==> src/design/sxt_pkg.sv <==
// ----------------------------------------------------------------------------
// sxt_pkg
// Shared types and constants of the S-expression tokenizer: token kinds,
// result words, per-byte result bundles and the position counter width.
// ----------------------------------------------------------------------------
package sxt_pkg;

	// row, column and length counters
	localparam int POS_BITS = 16;
	localparam int OUT_BITS = 16;
	localparam int CLAMP_BITS = (POS_BITS > OUT_BITS) ? POS_BITS : OUT_BITS;

	// results one byte can cause, and bundles the queue holds
	localparam int MAX_RES = 3;
	localparam int QDEPTH = 4;
	localparam int QPTR_BITS = $clog2(QDEPTH);
	localparam int QCNT_BITS = $clog2(QDEPTH + 1);

	typedef logic [POS_BITS-1:0] pos_t;

	typedef enum logic [2:0] {
		KIND_LPAR  = 3'd0,
		KIND_RPAR  = 3'd1,
		KIND_STR   = 3'd2,
		KIND_INT   = 3'd3,
		KIND_ID    = 3'd4,
		KIND_DEF   = 3'd5,
		KIND_ERR   = 3'd6,
		KIND_DONE  = 3'd7
	} kind_t;

	// one result word as it leaves the block
	typedef struct packed {
		kind_t       kind;
		logic [15:0] row;
		logic [15:0] col;
		logic [15:0] len;
		logic [7:0]  bad;
		logic        last;
	} result_t;

	// all results caused by one input word, count from 1 to MAX_RES
	typedef struct packed {
		logic [1:0]           cnt;
		result_t [MAX_RES-1:0] res;
	} bundle_t;

	// queue status seen by front and back
	typedef struct packed {
		logic full;
		logic empty;
	} q_stat_t;

	// saturating position to output width
	function automatic logic [OUT_BITS-1:0] clamp_pos(input pos_t v);
		logic [CLAMP_BITS-1:0] w;
		w = CLAMP_BITS'(v);
		if (w > CLAMP_BITS'({OUT_BITS{1'b1}}))
			return {OUT_BITS{1'b1}};
		else
			return w[OUT_BITS-1:0];
	endfunction

	// saturating increment
	function automatic pos_t sat_inc(input pos_t v);
		if (v == {POS_BITS{1'b1}})
			return v;
		else
			return v + pos_t'(1);
	endfunction

endpackage

==> src/design/sxt_front.sv <==
// ----------------------------------------------------------------------------
// sxt_front
// Scanner: takes one source byte a cycle while the queue is not full, keeps
// the lexer state and forms the bundle of results that byte causes.
// ----------------------------------------------------------------------------
module sxt_front import sxt_pkg::*; (
	input  logic    clk,
	input  logic    arst_n,
	input  logic    in_valid,
	output logic    in_ready,
	input  logic [7:0] char_code,
	input  logic    char_valid,
	input  logic    end_of_text,
	input  q_stat_t q_stat,
	output logic    push,
	output bundle_t push_data
);

	typedef enum logic [4:0] {
		MODE_IDLE    = 5'b00001,
		MODE_STR     = 5'b00010,
		MODE_INT     = 5'b00100,
		MODE_ID      = 5'b01000,
		MODE_DISCARD = 5'b10000
	} mode_t;

	localparam logic [2:0] KW_START = 3'd0;
	localparam logic [2:0] KW_D     = 3'd1;
	localparam logic [2:0] KW_DE    = 3'd2;
	localparam logic [2:0] KW_DEF   = 3'd3;
	localparam logic [2:0] KW_MISS  = 3'd7;

	localparam logic [7:0] CH_LPAR  = 8'h28;
	localparam logic [7:0] CH_RPAR  = 8'h29;
	localparam logic [7:0] CH_QUOTE = 8'h22;
	localparam logic [7:0] CH_NL    = 8'h0A;

	function automatic logic is_digit(input logic [7:0] c);
		return (c >= 8'h30) && (c <= 8'h39);
	endfunction

	function automatic logic is_alpha(input logic [7:0] c);
		return ((c >= 8'h61) && (c <= 8'h7A)) || ((c >= 8'h41) && (c <= 8'h5A));
	endfunction

	function automatic logic is_space(input logic [7:0] c);
		return (c == 8'h20) || ((c >= 8'h09) && (c <= 8'h0D));
	endfunction

	function automatic logic [2:0] kw_next(input logic [2:0] kw, input logic [7:0] c);
		if (kw == KW_START && c == 8'h64)
			return KW_D;
		else if (kw == KW_D && c == 8'h65)
			return KW_DE;
		else if (kw == KW_DE && c == 8'h66)
			return KW_DEF;
		else
			return KW_MISS;
	endfunction

	function automatic result_t mk_res(input kind_t k, input pos_t r, input pos_t c,
			input pos_t l, input logic [7:0] b);
		result_t x;
		x.kind = k;
		x.row  = clamp_pos(r);
		x.col  = clamp_pos(c);
		x.len  = clamp_pos(l);
		x.bad  = b;
		x.last = 1'b0;
		return x;
	endfunction

	mode_t      mode_q, mode_d;
	pos_t       row_q, row_d;
	pos_t       col_q, col_d;
	pos_t       trow_q, trow_d;
	pos_t       tcol_q, tcol_d;
	pos_t       tlen_q, tlen_d;
	logic [2:0] kw_q, kw_d;
	logic [1:0] n_d;
	result_t [MAX_RES-1:0] res_d;
	kind_t      open_kind;
	logic       accept;

	assign in_ready = !q_stat.full;
	assign accept   = in_valid && in_ready;

	// kind of an open number or identifier when it closes
	assign open_kind = (mode_q == MODE_ID) ? ((kw_q == KW_DEF) ? KIND_DEF : KIND_ID)
		: KIND_INT;

	// next lexer state and the results of this byte
	always_comb begin
		mode_d = mode_q;
		row_d  = row_q;
		col_d  = col_q;
		trow_d = trow_q;
		tcol_d = tcol_q;
		tlen_d = tlen_q;
		kw_d   = kw_q;
		n_d    = 2'd0;
		res_d  = '0;
		if (mode_q == MODE_DISCARD) begin
			if (end_of_text) begin
				mode_d = MODE_IDLE;
				row_d  = '0;
				col_d  = '0;
				trow_d = '0;
				tcol_d = '0;
				tlen_d = '0;
				kw_d   = KW_START;
			end
		end else begin
			if (char_valid) begin
				if (mode_d == MODE_STR) begin
					col_d = sat_inc(col_d);
					if (char_code == CH_QUOTE) begin
						res_d[n_d] = mk_res(KIND_STR, trow_d, tcol_d, tlen_d, 8'h00);
						n_d = n_d + 2'd1;
						mode_d = MODE_IDLE;
					end else begin
						tlen_d = sat_inc(tlen_d);
					end
				end else if (mode_d == MODE_INT && is_digit(char_code)) begin
					tlen_d = sat_inc(tlen_d);
					col_d  = sat_inc(col_d);
				end else if (mode_d == MODE_ID && is_alpha(char_code)) begin
					tlen_d = sat_inc(tlen_d);
					kw_d   = kw_next(kw_d, char_code);
					col_d  = sat_inc(col_d);
				end else begin
					// close an open number or identifier first
					if (mode_d == MODE_INT || mode_d == MODE_ID) begin
						res_d[n_d] = mk_res(open_kind, trow_d, tcol_d, tlen_d, 8'h00);
						n_d = n_d + 2'd1;
						mode_d = MODE_IDLE;
					end
					// byte handled from idle
					if (char_code == CH_LPAR || char_code == CH_RPAR) begin
						res_d[n_d] = mk_res((char_code == CH_LPAR) ? KIND_LPAR : KIND_RPAR,
							row_d, col_d, pos_t'(1), 8'h00);
						n_d = n_d + 2'd1;
						col_d = sat_inc(col_d);
					end else if (char_code == CH_QUOTE) begin
						mode_d = MODE_STR;
						trow_d = row_d;
						tcol_d = col_d;
						tlen_d = '0;
						col_d  = sat_inc(col_d);
					end else if (char_code == CH_NL) begin
						row_d = sat_inc(row_d);
						col_d = '0;
					end else if (is_space(char_code)) begin
						col_d = sat_inc(col_d);
					end else if (is_digit(char_code)) begin
						mode_d = MODE_INT;
						trow_d = row_d;
						tcol_d = col_d;
						tlen_d = pos_t'(1);
						col_d  = sat_inc(col_d);
					end else if (is_alpha(char_code)) begin
						mode_d = MODE_ID;
						trow_d = row_d;
						tcol_d = col_d;
						tlen_d = pos_t'(1);
						kw_d   = kw_next(KW_START, char_code);
						col_d  = sat_inc(col_d);
					end else begin
						res_d[n_d] = mk_res(KIND_ERR, row_d, col_d, '0, char_code);
						n_d = n_d + 2'd1;
						mode_d = MODE_DISCARD;
					end
				end
			end
			// end of text: flush, then done or unterminated string error; nothing more after an error on this byte
			if (end_of_text) begin
				if (mode_d != MODE_DISCARD) begin
					if (mode_d == MODE_INT || mode_d == MODE_ID) begin
						res_d[n_d] = mk_res((mode_d == MODE_ID)
							? ((kw_d == KW_DEF) ? KIND_DEF : KIND_ID) : KIND_INT,
							trow_d, tcol_d, tlen_d, 8'h00);
						n_d = n_d + 2'd1;
					end
					if (mode_d == MODE_STR)
						res_d[n_d] = mk_res(KIND_ERR, trow_d, tcol_d, '0, CH_QUOTE);
					else
						res_d[n_d] = mk_res(KIND_DONE, row_d, col_d, '0, 8'h00);
					n_d = n_d + 2'd1;
				end
				res_d[n_d - 2'd1].last = 1'b1;
				mode_d = MODE_IDLE;
				row_d  = '0;
				col_d  = '0;
				trow_d = '0;
				tcol_d = '0;
				tlen_d = '0;
				kw_d   = KW_START;
			end
		end
	end

	assign push           = accept && (n_d != 2'd0);
	assign push_data.cnt  = n_d;
	assign push_data.res  = res_d;

	// lexer state
	always_ff @(posedge clk or negedge arst_n) begin
		if (!arst_n) begin
			mode_q <= MODE_IDLE;
			row_q  <= '0;
			col_q  <= '0;
			trow_q <= '0;
			tcol_q <= '0;
			tlen_q <= '0;
			kw_q   <= KW_START;
		end else if (accept) begin
			mode_q <= mode_d;
			row_q  <= row_d;
			col_q  <= col_d;
			trow_q <= trow_d;
			tcol_q <= tcol_d;
			tlen_q <= tlen_d;
			kw_q   <= kw_d;
		end
	end

endmodule

==> src/design/sxt_queue.sv <==
// ----------------------------------------------------------------------------
// sxt_queue
// Short queue of result bundles between the scanner and the output stage.
// ----------------------------------------------------------------------------
module sxt_queue import sxt_pkg::*; (
	input  logic    clk,
	input  logic    arst_n,
	input  logic    push,
	input  bundle_t push_data,
	input  logic    pop,
	output bundle_t head,
	output q_stat_t q_stat
);

	bundle_t              entry_q [QDEPTH];
	logic [QPTR_BITS-1:0] wr_ptr_q;
	logic [QPTR_BITS-1:0] rd_ptr_q;
	logic [QCNT_BITS-1:0] count_q;
	logic                 do_push;
	logic                 do_pop;

	assign q_stat.full  = (count_q == QCNT_BITS'(QDEPTH));
	assign q_stat.empty = (count_q == '0);
	assign do_push      = push && !q_stat.full;
	assign do_pop       = pop && !q_stat.empty;
	assign head         = entry_q[rd_ptr_q];

	// bundle storage
	always_ff @(posedge clk) begin
		if (do_push)
			entry_q[wr_ptr_q] <= push_data;
	end

	// pointers and fill count
	always_ff @(posedge clk or negedge arst_n) begin
		if (!arst_n) begin
			wr_ptr_q <= '0;
			rd_ptr_q <= '0;
			count_q  <= '0;
		end else begin
			if (do_push)
				wr_ptr_q <= wr_ptr_q + QPTR_BITS'(1);
			if (do_pop)
				rd_ptr_q <= rd_ptr_q + QPTR_BITS'(1);
			if (do_push && !do_pop)
				count_q <= count_q + QCNT_BITS'(1);
			else if (do_pop && !do_push)
				count_q <= count_q - QCNT_BITS'(1);
		end
	end

endmodule

==> src/design/sxt_back.sv <==
// ----------------------------------------------------------------------------
// sxt_back
// Output stage: splits the head bundle into single results and holds each
// in an output register until the consumer takes it.
// ----------------------------------------------------------------------------
module sxt_back import sxt_pkg::*; (
	input  logic    clk,
	input  logic    arst_n,
	input  bundle_t head,
	input  q_stat_t q_stat,
	output logic    pop,
	output logic    out_valid,
	input  logic    out_ready,
	output result_t out_data
);

	logic       out_valid_q;
	result_t    out_q;
	logic [1:0] sel_q;
	logic       load;
	logic       at_end;

	assign load      = !q_stat.empty && (!out_valid_q || out_ready);
	assign at_end    = (sel_q == head.cnt - 2'd1);
	assign pop       = load && at_end;
	assign out_valid = out_valid_q;
	assign out_data  = out_q;

	// result payload
	always_ff @(posedge clk) begin
		if (load)
			out_q <= head.res[sel_q];
	end

	// output valid and position within bundle
	always_ff @(posedge clk or negedge arst_n) begin
		if (!arst_n) begin
			out_valid_q <= 1'b0;
			sel_q       <= 2'd0;
		end else begin
			if (load)
				out_valid_q <= 1'b1;
			else if (out_ready)
				out_valid_q <= 1'b0;
			if (load)
				sel_q <= at_end ? 2'd0 : sel_q + 2'd1;
		end
	end

endmodule

==> src/design/sexpr_tokenizer.sv <==
// ----------------------------------------------------------------------------
// sexpr_tokenizer
// Byte-serial S-expression lexer emitting parenthesis, string, integer,
// identifier, def keyword, error and done tokens with position and length.
// ----------------------------------------------------------------------------
// The block takes one source byte per clock while the queue has room and
// gives at most one token per clock. A byte is scanned in the cycle it is
// accepted; its results (none, or up to three when a byte closes a token,
// makes its own and ends the text) go as one bundle into a four-entry queue,
// and the output register sends them one per cycle while m_tready is high,
// so input keeps flowing until the queue fills. A bundle is registered in
// the queue, then its first token in the output register. Token text is
// not carried: slice it from the source by row, column and length.
// After an error the rest of the text is dropped up to its end marker.
module sexpr_tokenizer import sxt_pkg::*; (
	input  logic        clk,
	input  logic        arst_n,
	input  logic        s_tvalid,
	output logic        s_tready,
	input  logic [7:0]  s_tdata,   // char_code
	input  logic        s_tuser,   // char_valid
	input  logic        s_tlast,   // end_of_text
	output logic        m_tvalid,
	input  logic        m_tready,
	output logic [55:0] m_tdata,   // start_row, start_col, token_length, bad_char
	output logic [2:0]  m_tuser,   // token_kind
	output logic        m_tlast    // last_of_run
);

	logic    push;
	bundle_t push_data;
	logic    pop;
	bundle_t head;
	q_stat_t q_stat;
	result_t out_data;

	// scanner
	sxt_front u_front (
		.clk        (clk),
		.arst_n     (arst_n),
		.in_valid   (s_tvalid),
		.in_ready   (s_tready),
		.char_code  (s_tdata),
		.char_valid (s_tuser),
		.end_of_text(s_tlast),
		.q_stat     (q_stat),
		.push       (push),
		.push_data  (push_data)
	);

	// bundle queue
	sxt_queue u_queue (
		.clk      (clk),
		.arst_n   (arst_n),
		.push     (push),
		.push_data(push_data),
		.pop      (pop),
		.head     (head),
		.q_stat   (q_stat)
	);

	// output stage
	sxt_back u_back (
		.clk      (clk),
		.arst_n   (arst_n),
		.head     (head),
		.q_stat   (q_stat),
		.pop      (pop),
		.out_valid(m_tvalid),
		.out_ready(m_tready),
		.out_data (out_data)
	);

	// output packing
	assign m_tdata = {out_data.bad, out_data.len, out_data.col, out_data.row};
	assign m_tuser = out_data.kind;
	assign m_tlast = out_data.last;

	// scanner never pushes into a full queue
	assert property (@(posedge clk) disable iff (!arst_n) push |-> !q_stat.full)
		else $error("bundle pushed into full queue");

	// end of run only on done or error
	assert property (@(posedge clk) disable iff (!arst_n)
		(m_tvalid && m_tlast) |-> (m_tuser == KIND_DONE || m_tuser == KIND_ERR))
		else $error("last word is not done or error");

	// done and error carry no length
	assert property (@(posedge clk) disable iff (!arst_n)
		(m_tvalid && (m_tuser == KIND_DONE || m_tuser == KIND_ERR)) |->
		(out_data.len == '0))
		else $error("nonzero length on done or error");

	// offending byte only on error
	assert property (@(posedge clk) disable iff (!arst_n)
		(m_tvalid && m_tuser != KIND_ERR) |-> (out_data.bad == '0))
		else $error("bad byte set on non-error word");

endmodule

==> config.mk <==
export PLATFORM = sky130hd
export DESIGN_NAME = sexpr_tokenizer
export DESIGN_NICKNAME = d
export VERILOG_FILES = /design/src/design/sxt_pkg.sv /design/src/design/sxt_front.sv /design/src/design/sxt_queue.sv /design/src/design/sxt_back.sv /design/src/design/sexpr_tokenizer.sv
export SDC_FILE = /design/constraint.sdc
export NUM_CORES = 1
export LEC_CHECK = 0
export ABC_AREA = 1
export ABC_CLOCK_PERIOD_IN_PS = 11700
export BUFFER_PORTS_ARGS = -buffer_cell sky130_fd_sc_hd__buf_2
export CORE_MARGIN = 2
export CORE_UTILIZATION = 24
export CTS_CLUSTER_SIZE = 40
export DETAILED_ROUTE_END_ITERATION = 8
export PLACE_DENSITY = 0.4
export SLEW_MARGIN = 5
export SYNTH_ARGS = -nofsm -noshare
export SYNTH_HDL_FRONTEND = slang
export SYNTH_HIERARCHICAL = 1
export SYNTH_SLANG_ARGS = --single-unit
==> constraint.sdc <==
create_clock -name clk -period 11.7 [get_ports clk]
set_clock_uncertainty 0.15 [all_clocks]
set_input_delay 1.17 -clock clk [delete_from_list [all_inputs] [get_ports clk]]
set_output_delay 1.17 -clock clk [all_outputs]
set_load 0.01 [all_outputs]
[After elaboration in Yosys (flattened, before gate mapping)]
Memory sizes are Yosys's and may differ from the RTL's.
Index checks and enable logic that the tools add are counted.
Cells by class
  eq/ne operators: 26
  $add $sub $neg: 13
  $lt $le $gt $ge: 27
  mux-type cells: 282
  reduce and logical (&&, ||, !) cells: 38
Operators by type and width (count)
  2-to-1 mux 180 bit: 20
  2-to-1 mux 16 bit: 164
  bitwise mux 180 bit: 6
  2-to-1 mux 60 bit: 11
  demux 60 bit (select 2 bit): 4
  greater-than comparator 16 bit (second input constant): 10
  binary-select mux 60 bit (select 2 bit): 1
  2-to-1 mux 120 bit: 1
  2-to-1 mux 5 bit: 16
  2-to-1 mux 3 bit: 22
  2-to-1 mux 59 bit: 1
  2-to-1 mux 2 bit: 26
  adder 16 x 1 -> 16 bit (second input constant): 3
  equality test 16 bit (second input constant): 3
  equality test 8 x 6 -> 1 bit (second input constant): 4
  equality test 8 x 7 -> 1 bit (second input constant): 3
  logical AND 1 bit: 21
  >= comparator 8 x 7 -> 1 bit (second input constant): 2
  less-or-equal comparator 8 x 7 -> 1 bit (second input constant): 2
  < comparator 2 x 3 -> 1 bit (second input constant): 5
  adder 2 x 1 -> 2 bit (second input constant): 6
  equality test 5 x 2 -> 1 bit (second input constant): 2
  equality test 5 x 3 -> 1 bit (second input constant): 2
  equality test 5 x 4 -> 1 bit (second input constant): 2
  22 further kinds: 49
Storage, ports and cells
  bits in writable memories: 728
  memories: 1
  flip-flop bits (word level): 158
Memories
  u_queue.entry_q: depth 4, width 182, rd ports 1, clocked after memory_dff 0, wr ports 1, RTL line sxt_queue.sv:15  | bundle_t entry_q [QDEPTH];

[Longest topological paths before layout]
  word-level depth: 39
  depth in mapped cells: 38
  depth with buffers taken out: 36

[Cells and area by module]
The synthesis kept the hierarchy.
Modules (own cells, without submodules)
  sxt_queue: cells an instance 2184, area an instance 29562.1 um^2, instances 1, seq. area each 22036.1 um^2
  sxt_front: cells an instance 1875, area an instance 10807.9 um^2, instances 1, seq. area each 2203.4 um^2
  sxt_back: cells an instance 368, area an instance 3385.7 um^2, instances 1, seq. area each 1876.8 um^2

[Least setup slack after synthesis]
OpenSTA, ideal clock, no wires.
  path type: input-to-reg
  from: input port s_tdata[1]
  to: memory u_queue/entry_q[0][0] in the netlist's numbering (enable)
  stages on the path: 27
  arrival: 11377 ps
  path buffers: 2
  data required time: 10822 ps
  setup slack: -555 ps
  cells stage by stage: buf_2 nor2_4 a21oi_1 nand2_1 nand2_1 nor2_2 nand2_1 o21ai_1 nand2_2 nand2_1 nor2_2 nand2_2 nand2_4 buf_2 nand2_1 o21ai_0 ha_1 inv_1 nand2_1 nand3_1 nand2_1 inv_1 nand3_1 nand2_1 inv_1 nand2_1 nor2_1
RTL lines
  from (decl): RTL line sexpr_tokenizer.sv:20  | input logic [7:0] s_tdata,
  to (decl): RTL line sxt_queue.sv:15

==> impl_metrics.env <==
export IMPL_status="finished clean"
export IMPL_gr_total_overflow=0
export IMPL_drc_errors=0
export IMPL_wl_mm=147
export IMPL_die_width_um=431
export IMPL_path_clk_slew_ps=60
export IMPL_slowest_stage="clkinv_1"
export IMPL_syn_avg_cell_area_um2=9.88
export IMPL_arrival_ps=7310
export IMPL_tightest_slew_ps=1140
export IMPL_cts_max_level=3
export IMPL_yosys_top_cells_area="edfxtp_1, nand2_1, o211ai_1"
export IMPL_cts_made_buffers=100
export IMPL_worstSetupEndpointType="flop"
export IMPL_synth_top_cell_area_share_pct=54.1
export IMPL_finalNetCount=4425
export IMPL_grt_use_total_pct=15.6
export IMPL_synthArstFlopShare_pct=11.1
export IMPL_cts_sinks=886
export IMPL_drv_cap=0
export IMPL_clock_latency_ps=730
export IMPL_cts_buffer_depth=3
export IMPL_fin_crit_ps=7010
export IMPL_worstHoldStart="u_queue/count_q[2]"
export IMPL_grt_pass1_wl_mm=216
export IMPL_grt_max_degree=155
export IMPL_synth_top_flop_cell="edfxtp_1"
export IMPL_maxSlewViolCount=0
export IMPL_synth_warning_count=6
export IMPL_post_place_ws_ps=4160
export IMPL_r2r_start="u_front/mode_q[3]"
export IMPL_vdd_drop_max_uv=127
export IMPL_cts_hold_buf=0
export IMPL_max_freq_mhz=143
export IMPL_power_density_nw_per_um2=227
export IMPL_final_antenna_net_count=0
export IMPL_rsz0062_at_grt="false"
export IMPL_crit_fanout=40
export IMPL_min_period_over_period_pct=59.9
export IMPL_num_vias=32100
export IMPL_antenna_found_initial=4
export IMPL_slew_headroom_pct=23.9
export IMPL_ctsResizeCount=0
export IMPL_critPathKind="in -> reg"
export IMPL_cpPeakStageDelay_ps=800
export IMPL_dp_hpwl_mm=89.5
export IMPL_vias_per_cell=4.69
export IMPL_required_ps=12000
export IMPL_placed_cells=6663
export IMPL_numPortBuffers=75
export IMPL_drt_pass1_iter_count=5
export IMPL_cts_setup_buffers=0
export IMPL_critPathLaunchType="primary input"
export IMPL_synth_seq_cells=886
export IMPL_grt_pass1_vias=31200
export IMPL_start_util_pct=24.2
export IMPL_coreArea_um2=181000
export IMPL_io_pins=76
export IMPL_cp_startpoint="s_tdata[6]"
export IMPL_post_dp_cell_area_um2=45800
export IMPL_drt_iter0_drc=2472
export IMPL_synth_area_leader_cell="edfxtp_1"
export IMPL_place_congestion=0.893
export IMPL_hold_violations=0
export IMPL_power_leakage_nw=18.7
export IMPL_stdcell_area_um2=49000
export IMPL_worstPathCellList="buf_2 -> nor2_1 -> nand3_1 -> a21oi_2 -> inv_1 -> nand3_1 -> nand3_1 -> nand2_1 -> nand2_1 -> nand2_1 -> inv_2 -> nand2_2 -> nand2_4 -> o21ai_0 -> ha_1 -> clkinv_1 -> nor2_4 -> buf_4 -> inv_2 -> nand2_2 -> inv_2 -> o21ai_1 -> nor2_1"
export IMPL_syn_inst=4427
export IMPL_num_rows=156
export IMPL_synth_common_cells="nand2_1, edfxtp_1, inv_1, o211ai_1, nor2_1"
export IMPL_yosysUniqueCellTypes=59
export IMPL_yosysSeqAreaShare_pct=59.7
export IMPL_die_height_um=431
export IMPL_fillers=18900
export IMPL_critPathBufInv=7
export IMPL_hp_class="reg -> reg"
export IMPL_area_delta_synth_final_pct=11.9
export IMPL_wl_per_cell_um=21.5
export IMPL_syn_cell_area_um2=43800
export IMPL_die_area_um2=186000
export IMPL_setup_viol_count_final=0
export IMPL_cpLargestDelayFamily="simple AND/OR/NAND/NOR gates"
export IMPL_whs_ps=356
export IMPL_drive_above_1_share_pct=8.24
export IMPL_layout_setup_ws_ps=4690
export IMPL_clockRootBuffer="clkbuf_16"
export IMPL_synth_edff_count=788
export IMPL_finalCoreUtilization_pct=27.1
export IMPL_instances_no_fill=6848
export IMPL_yosysMostFrequentCell="nand2_1"
export IMPL_tritoncts="yes"
[registers in the layout (all words and copies together), names as in the netlist]
name              cells
u_front/mode_q        5
u_back/out_valid      1
u_front/trow_q       16
u_front/kw_q          3
u_queue/entry_q     728
u_front/tcol_q       16
u_front/tlen_q       16
u_front/row_q        16
u_back/sel_q          2
u_queue/rd_ptr_q      2
u_front/col_q        16
u_back/out_data      60
u_queue/count_q       3
u_queue/wr_ptr_q      2
[cell families after synthesis]
logic type                 Yosys count  share of synthesized area [%]
and+or+nand+nor                   1700                           16.5
AOI/OAI and AO/OA                  944                           13.5
DFF                                886                           59.7
buffers and inverters              854                           9.35
xor gates and xnor gates            26                          0.520
adders and majority gates           16                          0.475
other                                1                        0.00857
[worst min-delay path: stages, from the launching register on]
cell and delay (ps):
dfrtp_1 360, nand2_1 60, nand2_1 50
[where the power goes]
group / switching (mW) / internal [mW]
sequential: 0.206 / 4.16
combinational: 2.77 / 0.924
clock: 1.32 / 1.74
total: 4.30 / 6.83
[area by class of cell]
cell class,instances,area (um^2),share of cell area [%]
tap,2370,2970,6.06
inverter,582,2220,4.53
clock buffer,134,2680,5.47
clock inverter,50,474,0.968
multi-input combinational,2692,13600,27.8
timing repair buffer,133,863,1.76
antenna,1,2.50,0.00511
sequential,886,26100,53.4
[layout by cell type, fill, tap and decap left out, types with 4 or more instances in the layout]
master / instances
clkinv_2: 16
dfrtp_1: 94
a21oi_1: 163
edfxtp_1: 788
clkinv_1: 22
nor2_1: 253
clkbuf_1: 29
nand2_2: 8
inv_4: 4
nor4_1: 13
clkbuf_16: 100
o211ai_1: 375
conb_1: 6
o21ai_1: 46
buf_4: 55
nor3_1: 67
nand2_4: 5
o221ai_1: 8
o22ai_1: 119
clkbuf_8: 5
nor2_4: 17
nand4_1: 22
buf_2: 74
inv_2: 23
xor2_1: 25
inv_1: 548
nand2_1: 1030
ha_1: 15
o21ai_0: 211
nor2_2: 18
nand3_1: 246
a31oi_1: 6
buf_12: 4
bufinv_16: 6
[layer usage]
metal  global-route usage (%)  vias up  routed length (um)  share of wire [%]
li1                         -    15300                   -                  -
met1                     20.8    15800               66600                 45
met2                     25.8      843               69100                 47
met3                     1.92      229                6540                4.4
met4                     5.92        0                5230                3.5
met5                        0        -                   0                  0
[final timing paths]
kind | depth (start not counted) | slack (ps) | end
min reg2reg | 2 | 360 | u_queue/count_q[2]
min | 2 | 360 | u_queue/count_q[2]
max | 23 | 4690 | u_queue/entry_q[2][22]
max in group asynchronous | 2 | 9550 | u_queue/rd_ptr_q[1]
min in group asynchronous | 1 | 420 | u_front/tcol_q[12]
max reg2reg | 22 | 5020 | u_queue/entry_q[2][22]
[through the flow]
| stage | total power, mW | setup TNS, ps |
|---|---|---|
| after floorplan | 7.08 | -403740 |
| after global placement | 8.22 | 0 |
| after detailed placement | 8.23 | 0 |
| after CTS | 11.4 | 0 |
| after global routing | 11.8 | 0 |
| final | 11.1 | 0 |
Note: power is estimated with default switching activity, not from simulation.
